**src/rtl/core/cylinder_wind_field_top_defines.svh**
```systemverilog
// ----------------------------------------------------------------------------
// Assertion macros for the cylinder wind field block
// Concurrent checks on clk, disabled while rst_n is low.
// ----------------------------------------------------------------------------
`ifndef CYLINDER_WIND_FIELD_TOP_DEFINES_SVH
`define CYLINDER_WIND_FIELD_TOP_DEFINES_SVH
`ifndef SYNTHESIS
`define CWF_ASSERT_IMPLY(label, ante, cons) \
    label: assert property (@(posedge clk) disable iff (!rst_n) (ante) |-> (cons)) \
        else $error("assertion failed");
`define CWF_ASSERT_NEXT(label, ante, cons) \
    label: assert property (@(posedge clk) disable iff (!rst_n) (ante) |=> (cons)) \
        else $error("assertion failed");
`else
`define CWF_ASSERT_IMPLY(label, ante, cons)
`define CWF_ASSERT_NEXT(label, ante, cons)
`endif
`endif

```
**src/rtl/core/cwf_pkg.sv**
```systemverilog
// ----------------------------------------------------------------------------
// cwf_pkg
// Shared widths, register indexes and pipeline payload types.
// ----------------------------------------------------------------------------
`timescale 1ns / 1ps
`default_nettype none
package cwf_pkg;
    localparam int DW = 86;          // signed width of the root remainders
    localparam int R2W = 48;         // width of y*y + z*z
    localparam int NW = 16;          // bits of a vortex component magnitude
    localparam logic [22:0] MIN_EXTENT = 23'd410;

    localparam logic [2:0] REG_LENGTH  = 3'd0;
    localparam logic [2:0] REG_RADIUS  = 3'd1;
    localparam logic [2:0] REG_MODE    = 3'd2;
    localparam logic [2:0] REG_SPEED   = 3'd3;
    localparam logic [2:0] REG_REVERSE = 3'd4;

    typedef struct packed {
        logic in_vol;
        logic axis;
        logic z_pos;
        logic y_neg;
    } side_t;

    typedef struct packed {
        logic signed [DW-1:0] d_y;
        logic signed [DW-1:0] m_y;
        logic signed [DW-1:0] d_z;
        logic signed [DW-1:0] m_z;
        logic [R2W-1:0]       r2;
        logic [NW-1:0]        n_y;
        logic [NW-1:0]        n_z;
        side_t                side;
    } iter_t;
endpackage
`default_nettype wire

```
**src/rtl/core/cwf_root_stage.sv**
```systemverilog
// ----------------------------------------------------------------------------
// cwf_root_stage
// One bit of the rounded quotient search for both vortex components.
// ----------------------------------------------------------------------------
`timescale 1ns / 1ps
`default_nettype none
module cwf_root_stage
    import cwf_pkg::*;
#(
    parameter int BIT = 15
)
(
    input  wire logic clk,
    input  wire logic rst_n,
    input  wire logic in_valid,
    output logic      in_ready,
    input  iter_t     in_item,
    output logic      out_valid,
    input  wire logic out_ready,
    output iter_t     out_item
);
    logic  v_reg;
    iter_t item_reg;
    logic signed [DW-1:0] r2s;
    logic signed [DW-1:0] dn_y, dn_z;
    iter_t nx;

    assign in_ready = !v_reg || out_ready;
    assign out_valid = v_reg;
    assign out_item = item_reg;
    assign r2s = $signed({{(DW-R2W){1'b0}}, in_item.r2});

    // trial: D - ((M << (BIT+2)) + (r2 << (2*BIT+2)))
    assign dn_y = in_item.d_y - ((in_item.m_y <<< (BIT + 2)) + (r2s <<< (2 * BIT + 2)));
    assign dn_z = in_item.d_z - ((in_item.m_z <<< (BIT + 2)) + (r2s <<< (2 * BIT + 2)));

    always_comb
    begin
        nx = in_item;
        if (!dn_y[DW-1])
        begin
            nx.d_y = dn_y;
            nx.m_y = in_item.m_y + (r2s <<< (BIT + 1));
            nx.n_y[BIT] = 1'b1;
        end
        if (!dn_z[DW-1])
        begin
            nx.d_z = dn_z;
            nx.m_z = in_item.m_z + (r2s <<< (BIT + 1));
            nx.n_z[BIT] = 1'b1;
        end
    end

    always_ff @(posedge clk or negedge rst_n)
    begin
        if (!rst_n)
        begin
            v_reg <= 1'b0;
        end
        else if (in_ready)
        begin
            v_reg <= in_valid;
        end
    end

    always_ff @(posedge clk)
    begin
        if (in_ready)
        begin
            item_reg <= nx;
        end
    end
endmodule
`default_nettype wire

```
**config.mk**
```make
export PLATFORM = sky130hd
export DESIGN_NAME = cwf_root_stage
export DESIGN_NICKNAME = d
export VERILOG_FILES = /design/src/rtl/core/cylinder_wind_field_top_defines.svh /design/src/rtl/core/cwf_pkg.sv /design/src/rtl/core/cwf_root_stage.sv
export SDC_FILE = /design/constraint.sdc
export NUM_CORES = 1
export LEC_CHECK = 0
export BUFFER_PORTS_ARGS = -buffer_cell sky130_fd_sc_hd__buf_2
export CORE_AREA = 2 2 336 338
export CTS_CLUSTER_DIAMETER = 50
export DETAILED_ROUTE_END_ITERATION = 6
export DIE_AREA = 0 0 338 340
export PLACE_DENSITY = 0.45
export SYNTH_ARGS = -nofsm -noshare
export SYNTH_HDL_FRONTEND = slang
export SYNTH_SLANG_ARGS = --single-unit
```
**constraint.sdc**
```tcl
create_clock -name clk -period 37.7 [get_ports clk]
set_input_delay 9.425 -clock clk [delete_from_list [all_inputs] [get_ports clk]]
set_output_delay 9.425 -clock clk [all_outputs]
set_load 0.02 [all_outputs]
```
After elaboration in Yosys (flattened, before gate mapping)
Cells that the tools add are included.
{"block": "word_totals", "ff_bits": 429, "input_bits": 432, "output_inout_bits": 430, "word_cells": 26}
{"block": "op_classes", "n_addsub": 6, "mux": 2, "n_reduce_logical": 2}
{"cell": "2-to-1 mux 171 bit", "count": 2}
{"cell": "adder 86 x 65 -> 86 bit", "count": 2}
{"cell": "adder 86 x 81 -> 86 bit", "count": 2}
{"cell": "subtractor 86 bit", "count": 2}
{"cell": "logical NOT 1 bit", "count": 1}
{"cell": "logical OR 1 bit", "count": 1}

Logic depth before layout (Yosys ltp)
{"block": "depth", "word_depth": 3, "depth_mapped": 18, "depth_no_buf": 15}

Worst setup path before layout
No wires, ideal clock.
{"block": "synth_path", "path_type": "input-to-output", "start": "input out_ready", "end": "output in_ready", "arrival_ns": 19.788, "t_required_ns": 28.275, "setup_slack_ns": 8.487, "path_stages": 1, "n_path_buf": 0, "cell_sequence": "nand2b_1"}
{"block": "synth_between", "elab_chain_len": 1}
{"element": "start: declaration", "line_no": "cwf_root_stage.sv:19", "rtl": "input wire logic out_ready,"}
{"element": "logical OR 1 bit", "line_no": "cwf_root_stage.sv:28", "rtl": "assign in_ready = !v_reg || out_ready;"}
{"element": "end: declaration", "line_no": "cwf_root_stage.sv:16", "rtl": "output logic in_ready,"}
Every way passes these cells.

Worst setup path in the final report
Same ends and word-level chain as after synthesis.

==> metrics.log <==
INFO  metric run_status = completed
INFO  metric critical_path.startpoint_type = primary input
INFO  metric post_synth_xor_area_fraction = 0.0709
INFO  metric final_max_slew_viol_count = 0
INFO  metric yosysWarnings = 0
INFO  metric worst_pin_slew = between 900 and 1000 ps
INFO  metric vias_per_cell = just under 5
INFO  metric synth.largest_area_cell = sky130_fd_sc_hd__edfxtp_1
INFO  metric power.net_switching = 0.894 mW
INFO  metric synth_top_cell_area_share = 0.397
INFO  metric grt_start_max_net_pins = 174
INFO  metric crit_arrival = between 10,000 and 15,000 ps
INFO  metric synth_nets = 4,124
INFO  metric powerDensity = between 50 and 60 nW/um^2
INFO  metric floorplan.die.height = approximately 340 um
INFO  metric seq_power_share = 0.298
INFO  metric htree_levels = 3
INFO  metric placementRows = approximately 120
INFO  metric detail_route.iter0.violations = approximately 1,500
INFO  metric clkSinkCount = 429
INFO  metric crit_required = 28,270 ps
INFO  metric grt_setup_unrepaired = false
INFO  metric tritoncts = yes
INFO  metric clkPwrFrac = 0.320
INFO  metric num-fill-cells = ~12,000
INFO  metric post-cts-setup-buffers = 0
INFO  metric endpoint_kind = output pin
INFO  metric cts_resized = 0
INFO  metric ys_dominant_reg_cell = sky130_fd_sc_hd__edfxtp_1
INFO  metric synth_compound_gate_area_share = 0.184
INFO  metric cts_buffers = 80
INFO  metric first_global_vias = 27,522
INFO  metric cts.reportedPaths.clkPinSlew = approximately 50 ps
INFO  metric totalPowerFinal = 2.31 mW
INFO  metric setup_tns = 0 ps
INFO  metric final_period_minus_worst_setup_slack = 19,730 ps
INFO  metric worst_clock_skew = approximately 22 ps
INFO  metric gpl.final_weighted_congestion = between 0.9 and 1
INFO  metric ys_async_sr_fraction = 0.00233
INFO  metric clock_insertion_delay_worst_skew = 650 ps
INFO  metric synth_simple_gate_area_share = 0.119
INFO  metric grt_pass1_wl = between 150,000 and 200,000 um
INFO  metric largest_family_of_logic_cells_by_synthesized_area = compound AO/OA/AOI/OAI gates
INFO  metric grt.total_usage = 0.218
INFO  metric postSynthRegisterBits = ~430
INFO  metric critPathKind = in -> out
INFO  metric detailedRoute.firstPassIterationCount = 6
INFO  metric synth_enable_flop_cells = 428
INFO  metric ant_nets = 0
INFO  metric detailroute.via_count = about 28,000
INFO  metric synth_area_leaders = sky130_fd_sc_hd__edfxtp_1 40%, sky130_fd_sc_hd__ha_1 11%, sky130_fd_sc_hd__fa_1 6.1%
INFO  metric crit_family = simple AND/OR/NAND/NOR gates
INFO  metric finalNetCount = between 4,000 and 5,000
INFO  metric cp_slowest_stage_delay = 460 ps
INFO  metric die_width = 338 um
INFO  metric holdCritPathClass = reg -> reg
INFO  metric worst-path-buf-inv = 2
INFO  metric postRouteWirelength = ~130,000 um
INFO  metric cts_hold_buf = 0
INFO  metric critical_path_peak_fanout = 34
INFO  metric die-area = 115,000 um^2
INFO  metric final_layout_size_suffix_gt1_frac = 0.255
INFO  metric post-route-period-util = 0.523
INFO  metric max-cap-violations = 0
INFO  metric dp_hpwl = between 100,000 and 150,000 um
INFO  metric synth_seq_area_share = 0.398
INFO  metric power.internal = between 1 and 1.5 mW
INFO  metric maxClockFrequency = between 50 and 60 MHz
INFO  metric critical_path.cell_chain = buf_2 -> nand2b_4 -> buf_2
INFO  metric fp.coreArea = 112,000 um^2
INFO  metric postSynthCellCount = between 3,000 and 4,000
INFO  metric global_route_congestion_overflow_total = 0
INFO  metric synth_adder_area_share = 0.166
INFO  metric cts_root_buffer = sky130_fd_sc_hd__clkbuf_16
INFO  metric port_buffers = 861
INFO  metric grt_antenna_before_repair = roughly 60
INFO  metric power.static_leakage = about 18 nW
INFO  metric cts_max_path_buffers = 3
INFO  metric floorplan.io_pins = about 860
INFO  metric fin_hold_ws = around 910 ps
INFO  metric area.growth.synth_to_final = 25.9%
INFO  metric finalSetupViolCount = 0
INFO  metric synth_area_per_cell = around 9.8 um^2
INFO  metric syn-cell-area = between 30,000 and 40,000 um^2
INFO  metric slew_headroom = 0.363
INFO  metric mux_cell_area_share_after_synthesis = 0.00243
INFO  metric ys_types = about 90
INFO  metric vdd_drop_max = ~0.000044 V
INFO  metric power.share.switching = 0.388
INFO  metric initial_core_util = 0.290
INFO  metric avgRoutedWirePerCell = roughly 23 um
INFO  metric comb_power_share = 0.382
INFO  metric final_hold_viol_count = 0
INFO  metric critical_path.most_common_cell = sky130_fd_sc_hd__buf_2
INFO  metric route.detailed.drc = 0
INFO  metric critPathSlowestCell = sky130_fd_sc_hd__nand2b_4
## logic make-up after synthesis
| kind of cell | count (synthesis) |
|---|---|
| compound gates | 963 |
| mux | 6 |
| buf+inv | 473 |
| fa+ha+maj | 372 |
| flops | 429 |
| simple gates | 815 |
| xor+xnor | 262 |
## state kept, by name, indices dropped and copies added, names as in the netlist
signal and cells:
out_valid 1, out_item 428
## cells in the mapped netlist, types with 25 or more instances
| library cell | n |
|---|---|
| sky130_fd_sc_hd__a31oi_1 | 31 |
| sky130_fd_sc_hd__ha_1 | 274 |
| sky130_fd_sc_hd__o21bai_1 | 35 |
| sky130_fd_sc_hd__fa_1 | 98 |
| sky130_fd_sc_hd__edfxtp_1 | 428 |
| sky130_fd_sc_hd__nor2_1 | 114 |
| sky130_fd_sc_hd__and3_1 | 25 |
| sky130_fd_sc_hd__nor3_1 | 42 |
| sky130_fd_sc_hd__a21o_1 | 136 |
| sky130_fd_sc_hd__clkbuf_1 | 106 |
| sky130_fd_sc_hd__nand2_1 | 394 |
| sky130_fd_sc_hd__o21ai_1 | 33 |
| sky130_fd_sc_hd__nand3_1 | 52 |
| sky130_fd_sc_hd__o21ai_0 | 299 |
| sky130_fd_sc_hd__xnor2_1 | 138 |
| sky130_fd_sc_hd__xor2_1 | 124 |
| sky130_fd_sc_hd__inv_1 | 322 |
| sky130_fd_sc_hd__nand4_1 | 65 |
| sky130_fd_sc_hd__a21oi_1 | 248 |
## through the flow
stage	worst slack (ps)	std cells	cell area, um^2	utilization
after detailed placement	17930	5548	38000	0.341
after global placement	17930	5548	38000	0.341
after global routing	17890	5709	40800	0.365
after CTS	17920	5690	40700	0.365
final	17970	5718	40800	0.366
after floorplan	8490	3320	32400	-
## cell usage in the layout (no fill, tap or decap), types with 33 or more instances in the layout
cell,synthesis,final
sky130_fd_sc_hd__inv_1,322,322
sky130_fd_sc_hd__nor2_1,114,114
sky130_fd_sc_hd__nand4_1,65,65
sky130_fd_sc_hd__edfxtp_1,428,428
sky130_fd_sc_hd__nand2_1,394,394
sky130_fd_sc_hd__xor2_1,124,123
sky130_fd_sc_hd__xnor2_1,138,138
sky130_fd_sc_hd__nand3_1,52,52
sky130_fd_sc_hd__nor3_1,42,42
sky130_fd_sc_hd__o21ai_0,299,299
sky130_fd_sc_hd__fa_1,98,98
sky130_fd_sc_hd__a21o_1,136,136
sky130_fd_sc_hd__clkbuf_16,0,80
sky130_fd_sc_hd__ha_1,274,274
sky130_fd_sc_hd__o21bai_1,35,35
sky130_fd_sc_hd__buf_2,16,861
sky130_fd_sc_hd__a21oi_1,248,248
sky130_fd_sc_hd__o21ai_1,33,33
## metal layers
metal	share of wire	GRT usage	routed length (um)
met1	0.42	0.277	55000
met4	0.029	0.0744	3750
met3	0.072	0.0571	9360
met5	0.0012	0	157
met2	0.47	0.359	61200
## path summary, 6_finish.rpt
check	from	end	slack [ps]	cells past startpoint
min	out_valid$_DFFE_PN0P_	out_valid$_DFFE_PN0P_	910	2
min reg2reg	out_valid$_DFFE_PN0P_	out_valid$_DFFE_PN0P_	910	2
min in group asynchronous	rst_n	out_valid$_DFFE_PN0P_	8540	1
max in group asynchronous	rst_n	out_valid$_DFFE_PN0P_	29080	1
max	out_ready	in_ready	17970	3
max reg2reg	out_valid$_DFFE_PN0P_	out_item[313]$_DFFE_PP_	34750	3
## power by group through the flow
stage	registers (mW)	logic, mW	clock network (mW)
3_3_place_gp	0.696	0.885	0
3_5_place_dp	0.696	0.882	0
6_report	0.688	0.881	0.737
4_1_cts	0.689	0.887	0.756
2_1_floorplan	0.831	0.452	0
5_1_grt	0.698	0.965	0.773
## layout make-up
cell class / instances / area (um^2) / area share
repair buffers: 879 / 4460 / 0.109
clock inverters: 57 / 669 / 0.0164
clock buffers: 85 / 2020 / 0.0495
well taps: 1500 / 1880 / 0.0460
flip-flops and latches: 429 / 12900 / 0.316
multi-input cells: 2418 / 17600 / 0.432
inverters: 322 / 1210 / 0.0296
diodes: 28 / 70.1 / 0.00172
## worst reg2reg max path: stages, from the launching register on
cell,delay [ps]
sky130_fd_sc_hd__dfrtp_1,400
sky130_fd_sc_hd__nand2b_4,420
sky130_fd_sc_hd__buf_4,730
sky130_fd_sc_hd__buf_4,940
(Power assumes the default switching activity.)
